**src/hw/rtl/fdr_pkg.sv**
```systemverilog
`default_nettype none

package fdr_pkg;

  // Display geometry
  localparam int Width  = 56;
  localparam int Height = 16;

  // Field widths of the item ports
  localparam int ColFieldW = 6;
  localparam int RowFieldW = 4;
  localparam int ColSelW   = 64;
  localparam int RowSelW   = 32;

  // Storage and pointer widths
  localparam int AddrW   = (Width > 1) ? $clog2(Width) : 1;
  localparam int PtrColW = $clog2(Width + 1);
  localparam int RowW    = (Height > 1) ? $clog2(Height) : 1;
  localparam int WordW   = 2 * Height;

  // Driver remapping
  localparam int RemapCol     = 30;
  localparam int RemapShift   = 2;
  localparam int RowBankCol   = 32;
  localparam int RowBankShift = 16;

  localparam int QueueDepth = 2;
  localparam int QueueCntW  = $clog2(QueueDepth + 1);
  localparam int QueuePtrW  = (QueueDepth > 1) ? $clog2(QueueDepth) : 1;

  typedef enum logic [1:0] {
    MODE_WRITE = 2'd0,
    MODE_SCAN  = 2'd1,
    MODE_CLEAR = 2'd2,
    MODE_NONE  = 2'd3
  } mode_e;

  typedef enum logic [1:0] {
    OP_WRITE,
    OP_SCAN,
    OP_CLEAR
  } op_e;

  typedef enum logic [1:0] {
    ST_IDLE,
    ST_WR_WB,
    ST_SCAN_CHK
  } back_state_e;

  typedef struct packed {
    logic [1:0]           mode;
    logic [ColFieldW-1:0] col;
    logic [RowFieldW-1:0] row;
    logic                 pixel_on;
  } in_item_t;

  typedef struct packed {
    logic               dot_valid;
    logic [ColSelW-1:0] col_select;
    logic [RowSelW-1:0] row_select;
    logic               flip_set;
    logic               done_res;
  } out_item_t;

  typedef struct packed {
    op_e                  op;
    logic [ColFieldW-1:0] col;
    logic [RowFieldW-1:0] row;
    logic                 pixel_on;
  } cmd_t;

  // Queue to back end: head entry and its presence
  typedef struct packed {
    logic valid;
    cmd_t cmd;
  } cmd_slot_t;

  function automatic out_item_t make_dot(logic [ColFieldW-1:0] x,
                                         logic [RowFieldW-1:0] y,
                                         logic dir);
    out_item_t            res;
    logic [ColFieldW-1:0] c;
    logic [4:0]           r;
    c = (x >= ColFieldW'(RemapCol)) ? x + ColFieldW'(RemapShift) : x;
    r = (c >= ColFieldW'(RowBankCol)) ? 5'(y) + 5'(RowBankShift) : 5'(y);
    res.dot_valid  = 1'b1;
    res.col_select = ColSelW'(1) << c;
    res.row_select = RowSelW'(1) << r;
    res.flip_set   = dir;
    res.done_res   = 1'b0;
    return res;
  endfunction

  function automatic out_item_t make_done();
    out_item_t res;
    res.dot_valid  = 1'b0;
    res.col_select = '0;
    res.row_select = '0;
    res.flip_set   = 1'b0;
    res.done_res   = 1'b1;
    return res;
  endfunction

endpackage

`default_nettype wire

```
**src/hw/rtl/fdr_front.sv**
```systemverilog
`default_nettype none

module fdr_front (
  input  wire logic              start,
  input  wire logic              busy,
  input  wire fdr_pkg::in_item_t item_i,
  output logic                   push_o,
  output fdr_pkg::cmd_t          cmd_o
);

  logic keep;
  logic in_range;

  assign in_range = (item_i.col < fdr_pkg::ColFieldW'(fdr_pkg::Width)) &&
                    ({1'b0, item_i.row} < 5'(fdr_pkg::Height));

  // Drop unused modes and writes that land outside the panel
  always_comb begin
    keep           = 1'b0;
    cmd_o.op       = fdr_pkg::OP_SCAN;
    cmd_o.col      = item_i.col;
    cmd_o.row      = item_i.row;
    cmd_o.pixel_on = item_i.pixel_on;
    case (fdr_pkg::mode_e'(item_i.mode))
      fdr_pkg::MODE_WRITE: begin
        keep     = in_range;
        cmd_o.op = fdr_pkg::OP_WRITE;
      end
      fdr_pkg::MODE_SCAN: begin
        keep     = 1'b1;
        cmd_o.op = fdr_pkg::OP_SCAN;
      end
      fdr_pkg::MODE_CLEAR: begin
        keep     = 1'b1;
        cmd_o.op = fdr_pkg::OP_CLEAR;
      end
      default: begin
        keep     = 1'b0;
        cmd_o.op = fdr_pkg::OP_SCAN;
      end
    endcase
  end

  assign push_o = start && !busy && keep;

endmodule

`default_nettype wire

```
**src/hw/rtl/fdr_queue.sv**
```systemverilog
`default_nettype none

module fdr_queue (
  input  wire logic           clk_i,
  input  wire logic           rst_ni,
  input  wire logic           push_i,
  input  wire fdr_pkg::cmd_t  cmd_i,
  output logic                full_o,
  output fdr_pkg::cmd_slot_t  head_o,
  input  wire logic           pop_i
);

  fdr_pkg::cmd_t                    slot_q [fdr_pkg::QueueDepth];
  logic [fdr_pkg::QueuePtrW-1:0]    wr_ptr_q, wr_ptr_d;
  logic [fdr_pkg::QueuePtrW-1:0]    rd_ptr_q, rd_ptr_d;
  logic [fdr_pkg::QueueCntW-1:0]    cnt_q, cnt_d;
  logic                             do_pop;

  assign full_o = (cnt_q == fdr_pkg::QueueCntW'(fdr_pkg::QueueDepth));
  assign head_o = {(cnt_q != '0), slot_q[rd_ptr_q]};
  assign do_pop = pop_i && head_o.valid;

  always_comb begin
    wr_ptr_d = wr_ptr_q;
    rd_ptr_d = rd_ptr_q;
    cnt_d    = cnt_q;
    if (push_i) begin
      wr_ptr_d = (wr_ptr_q == fdr_pkg::QueuePtrW'(fdr_pkg::QueueDepth - 1)) ? '0
                                                                           : wr_ptr_q + 1'b1;
    end
    if (do_pop) begin
      rd_ptr_d = (rd_ptr_q == fdr_pkg::QueuePtrW'(fdr_pkg::QueueDepth - 1)) ? '0
                                                                           : rd_ptr_q + 1'b1;
    end
    case ({push_i, do_pop})
      2'b10:   cnt_d = cnt_q + 1'b1;
      2'b01:   cnt_d = cnt_q - 1'b1;
      default: cnt_d = cnt_q;
    endcase
  end

  always_ff @(posedge clk_i or negedge rst_ni) begin
    if (!rst_ni) begin
      wr_ptr_q <= '0;
      rd_ptr_q <= '0;
      cnt_q    <= '0;
    end else begin
      wr_ptr_q <= wr_ptr_d;
      rd_ptr_q <= rd_ptr_d;
      cnt_q    <= cnt_d;
    end
  end

  always_ff @(posedge clk_i) begin
    if (push_i) begin
      slot_q[wr_ptr_q] <= cmd_i;
    end
  end

endmodule

`default_nettype wire

```
**src/hw/rtl/fdr_back.sv**
```systemverilog
`default_nettype none

module fdr_back (
  input  wire logic               clk_i,
  input  wire logic               rst_ni,
  input  wire fdr_pkg::cmd_slot_t head_i,
  output logic                    pop_o,
  output logic                    res_valid_o,
  output fdr_pkg::out_item_t      res_o
);

  localparam int H = fdr_pkg::Height;

  fdr_pkg::back_state_e state_q, state_d;

  // Column store: wanted bits on top, shown bits below
  logic [fdr_pkg::WordW-1:0]   mem_q [fdr_pkg::Width];
  logic [fdr_pkg::Width-1:0]   col_valid_q, col_valid_d;
  logic [fdr_pkg::WordW-1:0]   rdata_q;
  logic                        rvalid_q;

  logic                        rd_en;
  logic [fdr_pkg::AddrW-1:0]   rd_addr;
  logic                        wr_en;
  logic [fdr_pkg::AddrW-1:0]   wr_addr;
  logic [fdr_pkg::WordW-1:0]   wr_data;
  logic                        valid_clr;

  fdr_pkg::cmd_t               cur_q, cur_d;
  logic [fdr_pkg::PtrColW-1:0] ptr_col_q, ptr_col_d;
  logic [fdr_pkg::RowW-1:0]    ptr_row_q, ptr_row_d;
  logic                        sweep_q, sweep_d;
  logic                        res_valid_q, res_valid_d;
  fdr_pkg::out_item_t          res_q, res_d;

  logic [fdr_pkg::WordW-1:0]   word;
  logic [H-1:0]                wanted;
  logic [H-1:0]                shown;
  logic [H-1:0]                diff;
  logic [H-1:0]                row_mask;
  logic [H-1:0]                hit_mask;
  logic [H-1:0]                wr_mask;
  logic [fdr_pkg::RowW-1:0]    hit_row;
  logic                        found;
  logic [fdr_pkg::PtrColW-1:0] next_col;
  logic                        ptr_in_panel;
  logic                        ptr_last_row;
  logic                        hit_last_row;

  // Never-written columns read as zero
  assign word   = rvalid_q ? rdata_q : '0;
  assign wanted = word[fdr_pkg::WordW-1:H];
  assign shown  = word[H-1:0];

  always_comb begin
    for (int i = 0; i < H; i++) begin
      row_mask[i] = (fdr_pkg::RowW'(i) >= ptr_row_q);
    end
  end

  assign diff = (wanted ^ shown) & row_mask;
  assign found = |diff;

  always_comb begin
    hit_row = '0;
    for (int i = H - 1; i >= 0; i--) begin
      if (diff[i]) begin
        hit_row = fdr_pkg::RowW'(i);
      end
    end
  end

  assign hit_mask     = H'(1) << hit_row;
  assign wr_mask      = H'(1) << cur_q.row[fdr_pkg::RowW-1:0];
  assign next_col     = ptr_col_q + 1'b1;
  assign ptr_in_panel = (ptr_col_q < fdr_pkg::PtrColW'(fdr_pkg::Width));
  assign ptr_last_row = (ptr_row_q == fdr_pkg::RowW'(H - 1));
  assign hit_last_row = (hit_row == fdr_pkg::RowW'(H - 1));

  // Next state
  always_comb begin
    state_d = state_q;
    case (state_q)
      fdr_pkg::ST_IDLE: begin
        if (head_i.valid) begin
          case (head_i.cmd.op)
            fdr_pkg::OP_WRITE: state_d = fdr_pkg::ST_WR_WB;
            fdr_pkg::OP_SCAN: begin
              if (!sweep_q && ptr_in_panel) begin
                state_d = fdr_pkg::ST_SCAN_CHK;
              end
            end
            default: state_d = fdr_pkg::ST_IDLE;
          endcase
        end
      end
      fdr_pkg::ST_WR_WB: state_d = fdr_pkg::ST_IDLE;
      fdr_pkg::ST_SCAN_CHK: begin
        if (found || !(next_col < fdr_pkg::PtrColW'(fdr_pkg::Width))) begin
          state_d = fdr_pkg::ST_IDLE;
        end
      end
      default: state_d = fdr_pkg::ST_IDLE;
    endcase
  end

  // Datapath control
  always_comb begin
    pop_o       = 1'b0;
    rd_en       = 1'b0;
    rd_addr     = ptr_col_q[fdr_pkg::AddrW-1:0];
    wr_en       = 1'b0;
    wr_addr     = cur_q.col[fdr_pkg::AddrW-1:0];
    wr_data     = word;
    valid_clr   = 1'b0;
    cur_d       = cur_q;
    ptr_col_d   = ptr_col_q;
    ptr_row_d   = ptr_row_q;
    sweep_d     = sweep_q;
    res_valid_d = 1'b0;
    res_d       = res_q;
    case (state_q)
      fdr_pkg::ST_IDLE: begin
        if (head_i.valid) begin
          pop_o = 1'b1;
          cur_d = head_i.cmd;
          case (head_i.cmd.op)
            fdr_pkg::OP_WRITE: begin
              rd_en   = 1'b1;
              rd_addr = head_i.cmd.col[fdr_pkg::AddrW-1:0];
            end
            fdr_pkg::OP_CLEAR: begin
              valid_clr = 1'b1;
              ptr_col_d = '0;
              ptr_row_d = '0;
              sweep_d   = 1'b1;
            end
            fdr_pkg::OP_SCAN: begin
              if (sweep_q) begin
                res_valid_d = 1'b1;
                if (ptr_in_panel) begin
                  res_d = fdr_pkg::make_dot(fdr_pkg::ColFieldW'(ptr_col_q),
                                            fdr_pkg::RowFieldW'(ptr_row_q), 1'b0);
                  if (ptr_last_row) begin
                    ptr_col_d = next_col;
                    ptr_row_d = '0;
                  end else begin
                    ptr_row_d = ptr_row_q + 1'b1;
                  end
                end else begin
                  res_d     = fdr_pkg::make_done();
                  sweep_d   = 1'b0;
                  ptr_col_d = '0;
                  ptr_row_d = '0;
                end
              end else if (ptr_in_panel) begin
                rd_en = 1'b1;
              end else begin
                res_valid_d = 1'b1;
                res_d       = fdr_pkg::make_done();
                ptr_col_d   = '0;
                ptr_row_d   = '0;
              end
            end
            default: begin
              pop_o = 1'b1;
            end
          endcase
        end
      end
      fdr_pkg::ST_WR_WB: begin
        wr_en = 1'b1;
        if (cur_q.pixel_on) begin
          wr_data = {wanted | wr_mask, shown};
        end else begin
          wr_data = {wanted & ~wr_mask, shown};
        end
      end
      fdr_pkg::ST_SCAN_CHK: begin
        if (found) begin
          // Flip the dot and record it as shown
          wr_en       = 1'b1;
          wr_addr     = ptr_col_q[fdr_pkg::AddrW-1:0];
          wr_data     = {wanted, shown ^ hit_mask};
          res_valid_d = 1'b1;
          res_d       = fdr_pkg::make_dot(fdr_pkg::ColFieldW'(ptr_col_q),
                                          fdr_pkg::RowFieldW'(hit_row),
                                          |(wanted & hit_mask));
          if (hit_last_row) begin
            ptr_col_d = next_col;
            ptr_row_d = '0;
          end else begin
            ptr_row_d = hit_row + 1'b1;
          end
        end else if (next_col < fdr_pkg::PtrColW'(fdr_pkg::Width)) begin
          // Advance to the next column word
          rd_en     = 1'b1;
          rd_addr   = next_col[fdr_pkg::AddrW-1:0];
          ptr_col_d = next_col;
          ptr_row_d = '0;
        end else begin
          res_valid_d = 1'b1;
          res_d       = fdr_pkg::make_done();
          ptr_col_d   = '0;
          ptr_row_d   = '0;
        end
      end
      default: begin
        res_valid_d = 1'b0;
      end
    endcase
  end

  always_comb begin
    col_valid_d = col_valid_q;
    if (valid_clr) begin
      col_valid_d = '0;
    end else if (wr_en) begin
      col_valid_d[wr_addr] = 1'b1;
    end
  end

  always_ff @(posedge clk_i or negedge rst_ni) begin
    if (!rst_ni) begin
      state_q     <= fdr_pkg::ST_IDLE;
      col_valid_q <= '0;
      ptr_col_q   <= '0;
      ptr_row_q   <= '0;
      sweep_q     <= 1'b0;
      res_valid_q <= 1'b0;
    end else begin
      state_q     <= state_d;
      col_valid_q <= col_valid_d;
      ptr_col_q   <= ptr_col_d;
      ptr_row_q   <= ptr_row_d;
      sweep_q     <= sweep_d;
      res_valid_q <= res_valid_d;
    end
  end

  always_ff @(posedge clk_i) begin
    cur_q <= cur_d;
    res_q <= res_d;
  end

  always_ff @(posedge clk_i) begin
    if (wr_en) begin
      mem_q[wr_addr] <= wr_data;
    end
    if (rd_en) begin
      rdata_q  <= mem_q[rd_addr];
      rvalid_q <= col_valid_q[rd_addr];
    end
  end

  assign res_valid_o = res_valid_q;
  assign res_o       = res_q;

endmodule

`default_nettype wire

```
**src/hw/rtl/flip_disc_diff_refresh.sv**
```systemverilog
// Channel   Ports                        Transfer
// --------  ---------------------------  -----------------------------------
// command   start, busy, item_i          start high and busy low at the edge
// result    res_valid_o, res_o           res_valid_o high, one cycle, no stall
//
// Commands go into a two-entry queue; busy is high only while it is full.
// Back end, one command at a time: a write reads its column word, then writes
// it back; clear and sweep step act in idle; a scan reads column words in turn
// through the single read port of the column store. Results are registered.
// Reset empties the queue, zeroes the pointer and marks all columns unwritten.
// The receiver cannot stall; every result is a transfer in its strobe cycle.
`default_nettype none

module flip_disc_diff_refresh (
  input  wire logic              clk_i,
  input  wire logic              rst_ni,
  input  wire logic              start,
  output logic                   busy,
  input  wire fdr_pkg::in_item_t item_i,
  output logic                   res_valid_o,
  output fdr_pkg::out_item_t     res_o
);

  logic               push;
  logic               pop;
  fdr_pkg::cmd_t      cmd;
  fdr_pkg::cmd_slot_t head;

  fdr_front u_front (
    .start  (start),
    .busy   (busy),
    .item_i (item_i),
    .push_o (push),
    .cmd_o  (cmd)
  );

  fdr_queue u_queue (
    .clk_i  (clk_i),
    .rst_ni (rst_ni),
    .push_i (push),
    .cmd_i  (cmd),
    .full_o (busy),
    .head_o (head),
    .pop_i  (pop)
  );

  fdr_back u_back (
    .clk_i       (clk_i),
    .rst_ni      (rst_ni),
    .head_i      (head),
    .pop_o       (pop),
    .res_valid_o (res_valid_o),
    .res_o       (res_o)
  );

endmodule

`default_nettype wire
```
**config.mk**
```make
export PLATFORM = sky130hd
export DESIGN_NAME = flip_disc_diff_refresh
export DESIGN_NICKNAME = d
export VERILOG_FILES = /design/src/hw/rtl/fdr_pkg.sv /design/src/hw/rtl/fdr_front.sv /design/src/hw/rtl/fdr_queue.sv /design/src/hw/rtl/fdr_back.sv /design/src/hw/rtl/flip_disc_diff_refresh.sv
export SDC_FILE = /design/constraint.sdc
export NUM_CORES = 2
export LEC_CHECK = 0
export BUFFER_PORTS_ARGS = -buffer_cell sky130_fd_sc_hd__buf_2
export CAP_MARGIN = 20
export CORE_ASPECT_RATIO = 0.9
export CORE_MARGIN = 1.5
export CORE_UTILIZATION = 45
export DETAILED_ROUTE_END_ITERATION = 8
export HOLD_SLACK_MARGIN = 0.08
export SYNTH_ARGS = -nofsm -noshare
export SYNTH_HDL_FRONTEND = slang
export SYNTH_SLANG_ARGS = --single-unit
```
**constraint.sdc**
```tcl
create_clock -name clk_i -period 9.53 [get_ports clk_i]
set_input_delay 1.4295 -clock clk_i [delete_from_list [all_inputs] [get_ports clk_i]]
set_output_delay 1.4295 -clock clk_i [all_outputs]
set_load 0.02 [all_outputs]
```
==> qor.yml <==
status:
  outcome: "completed"
worst_setup_path:
  critPathMaxFanout: 48
  required_ns: 10.07
  cpLargestDelayFamily: "compound AO/OA/AOI/OAI gates"
  crit_top_cell: "buf_4"
  worstReg2RegEnd: "u_back.rdata_q[11]$_DFFE_PP_"
  reg2reg_slack_ns: 2.45
  cp_slowest_cell: "o211ai_1"
  crit-reg2reg-launch: "u_back.ptr_row_q[0]$_DFFE_PN0P_"
  slowest_delay_ns: 0.88
  path_cells: "inv_1, ha_1, nor2b_1, o21ai_0, o21ai_0, nand2_1, o211ai_1, and2_4, buf_4, buf_4, a31oi_1, a221oi_1, buf_4, a311o_1, o2111ai_1"
  worstRegToRegCells: 15
  crit_arrival_ns: 7.62
  critPathKind: "flip-flop to flip-flop"
  end_kind: "flip-flop"
  critical_path_buf_inv_count: 4
  cp-start-kind: "flip-flop"
timing:
  skew_ns: 0.0627
  period_share_pct: 74.3
  slew-limit-headroom_pct: 9.38
  worstMarginPinSlew_ns: 1.36
  setup_violations: 0
  hold_violations: 0
  rsz0062_at_grt: "false"
  period_minus_slack_ns: 7.08
  fin_hold_ws_ns: 0.486
  max_freq_mhz: 141
  setup_tns_ns: 0
  slew_violations: 0
route:
  antenna_left: 0
  vias: 54300
  wirelength_um: 262000
  viasPerCell: 6.25
  drc: 0
  firstDrtPassIters: 8
  post_drt_wl_per_cell_um: 30.1
  drt-initial-drc-count: 8159
clock_network:
  cts.sinks: 2035
  cts_hold_buf: 0
  cts_tree: "yes"
  insertion_delay_ns: 0.85
  clkTransAtPathRegs_ns: 0.06
  cts-buffers-inserted: 203
  cts_setup_buffers: 0
  clk_path_buf_depth: 3
  clock-root-buffer: "clkbuf_16"
  h-tree-depth: 4
  ctsResizeCount: 0
synth:
  ys_seq_area_share_pct: 73.5
  async_reset_ff_share_pct: 3.64
  ys_ff_latch: 2035
  postSynthAreaPerCell_um2: 13.8
  synth_edf_count: 1961
  synth_cell_types: 84
  yosys_warnings: 0
  ys.flop_type: "edfxtp_1"
  syn-cell-area_um2: 82700
  netlist_instances: 5984
final_layout:
  layout_commonest_cell: "edfxtp_1"
  final_core_util_pct: 51.0
  area_growth_pct: 12.8
  fillers: 15200
  final_cells: 8693
  final_nets: 6145
  drive_above_1_share_pct: 12.1
  fin_area_um2: 93300
  final_cell_mix: "edfxtp_1, nand2_1, nand3_1"
global_route:
  overflow: 0
  grt_max_degree: 112
  antenna_found_initial: 20
  grt_pass1_vias: 50300
  grt_pass1_wl_um: 372000
  track_usage_pct: 27.7
placed_design:
  place_area_um2: 87000
  place_inst: 8307
  port_buffers: 116
  dp_hpwl_um: 151000
  gp_congestion: 0.912
die:
  dieWidth_um: 455
  dieArea_um2: 186000
  ios: 117
  std_cell_rows: 149
  core_area_um2: 183000
  start_util_pct: 45.2
  fp.dieH_um: 410
power_and_ir_drop:
  ir_worst_vdd_uv: 281
  power.density_cell_area_nw_per_um2: 354
  leakage_nw: 31.5
run:
  max-cap-violations: 0
hold_path:
  min_path_type: "primary input to async pin"
==> logic make-up (layout without fill, tap and decap cells) <==
kind of cell / Yosys count / in the layout / synth area share [%]
XOR/XNOR: 28 / 28 / 0.297
multiplexers: 215 / 215 / 2.65
buffers and inverters: 422 / 710 / 2.36
adder cells (fa/ha/maj): 28 / 28 / 0.424
other: 1 / 6 / 0.00454
AND/OR/NAND/NOR: 2146 / 2146 / 11.5
flip-flops: 2035 / 2035 / 73.5
AO/OA/AOI/OAI: 1109 / 1109 / 9.34
==> synth_stat cells (all sizes together), types with 72 or more instances <==
master	count	area, um^2
nand3	268	1340
nor2	201	769
a311oi	91	797
clkbuf	166	623
nand2	1266	4760
mux2i	186	1860
o21ai	153	766
and3	245	1530
o21a	72	541
a21oi	154	771
buf	233	1240
dfrtp	74	1850
a211oi	178	1350
a31oi	161	1010
edfxtp	1961	58900
==> layer usage <==
layer / GRT usage (%) / share of wire [%] / routed length (um)
met3: 6.77 / 12 / 31900
met4: 7.89 / 2.8 / 7270
met2: 40.2 / 44 / 114000
met1: 41.1 / 42 / 109000
met5: 0 / 0.021 / 56
==> per-stage QoR <==
step                      setup WS [ns]  total power (W)
after floorplan                    2.32           0.0201
after global placement             2.27           0.0251
after detailed placement           2.69           0.0253
after CTS                          2.65           0.0328
after global routing               2.09           0.0343
final                              2.45           0.0331
==> area by class of cell <==
| class | instances | area (um^2) | share of cell area [%] |
|---|---|---|---|
| tap | 2416 | 3020 | 3.24 |
| timing repair buffer | 310 | 2250 | 2.41 |
| multi-input combinational | 3528 | 20900 | 22.4 |
| antenna | 4 | 10.0 | 0.0107 |
| clock inverter | 109 | 873 | 0.936 |
| clock buffer | 268 | 5410 | 5.79 |
| inverter | 23 | 86.3 | 0.0925 |
| sequential | 2035 | 60700 | 65.1 |
==> sequential cells by signal, summed over array words and instances, names as in the netlist <==
register	flops
u_queue.wr_ptr_q	1
u_back.col_valid_q	56
u_back.sweep_q	1
u_back.ptr_col_q	6
u_queue.cnt_q	2
u_back.mem_q	1792
u_back.res_o	99
u_queue.rd_ptr_q	1
u_back.rdata_q	32
u_queue.slot_q	26
u_back.rvalid_q	1
u_back.res_valid_o	1
u_back.state_q	2
u_back.ptr_row_q	4
u_back.cur_q	11
==> worst reg2reg max path, cell delays in order (launching register included) <==
cell and delay [ns]:
dfrtp_1 0.45, inv_1 0.12, ha_1 0.29, nor2b_1 0.30, o21ai_0 0.21, o21ai_0 0.53, nand2_1 0.55, o211ai_1 0.89
and2_4 0.87, buf_4 0.59, buf_4 0.59, a31oi_1 0.17, a221oi_1 0.65, buf_4 0.27, a311o_1 0.20, o2111ai_1 0.10
==> how the worst max path moves through the flow <==
stage / to / depth (start not counted) / slack, ns / from
final: u_back.rdata_q[11]$_DFFE_PP_ / 15 / 2.45 / u_back.ptr_row_q[0]$_DFFE_PN0P_
after global routing: u_back.rdata_q[11]$_DFFE_PP_ / 15 / 2.09 / u_back.ptr_row_q[0]$_DFFE_PN0P_
after CTS: u_back.rdata_q[11]$_DFFE_PP_ / 15 / 2.65 / u_back.ptr_row_q[0]$_DFFE_PN0P_
after detailed placement: u_back.rdata_q[11]$_DFFE_PP_ / 15 / 2.69 / u_back.ptr_row_q[0]$_DFFE_PN0P_
after global placement: u_back.rdata_q[13]$_DFFE_PP_ / 15 / 2.27 / u_back.ptr_row_q[0]$_DFFE_PN0P_
after floorplan: u_back.res_o[0]$_DFFE_PP_ / 7 / 2.32 / u_queue.rd_ptr_q$_DFFE_PN0P_
==> where the power goes <==
group          internal (W)  total [W]  switching [W]  leakage (nW)
Clock               0.00417    0.00759        0.00342          3.05
Sequential           0.0116     0.0119       0.000338          19.0
Combinational       0.00354     0.0135        0.00998          9.50
No activity file was read; power rests on OpenSTA's default activity.
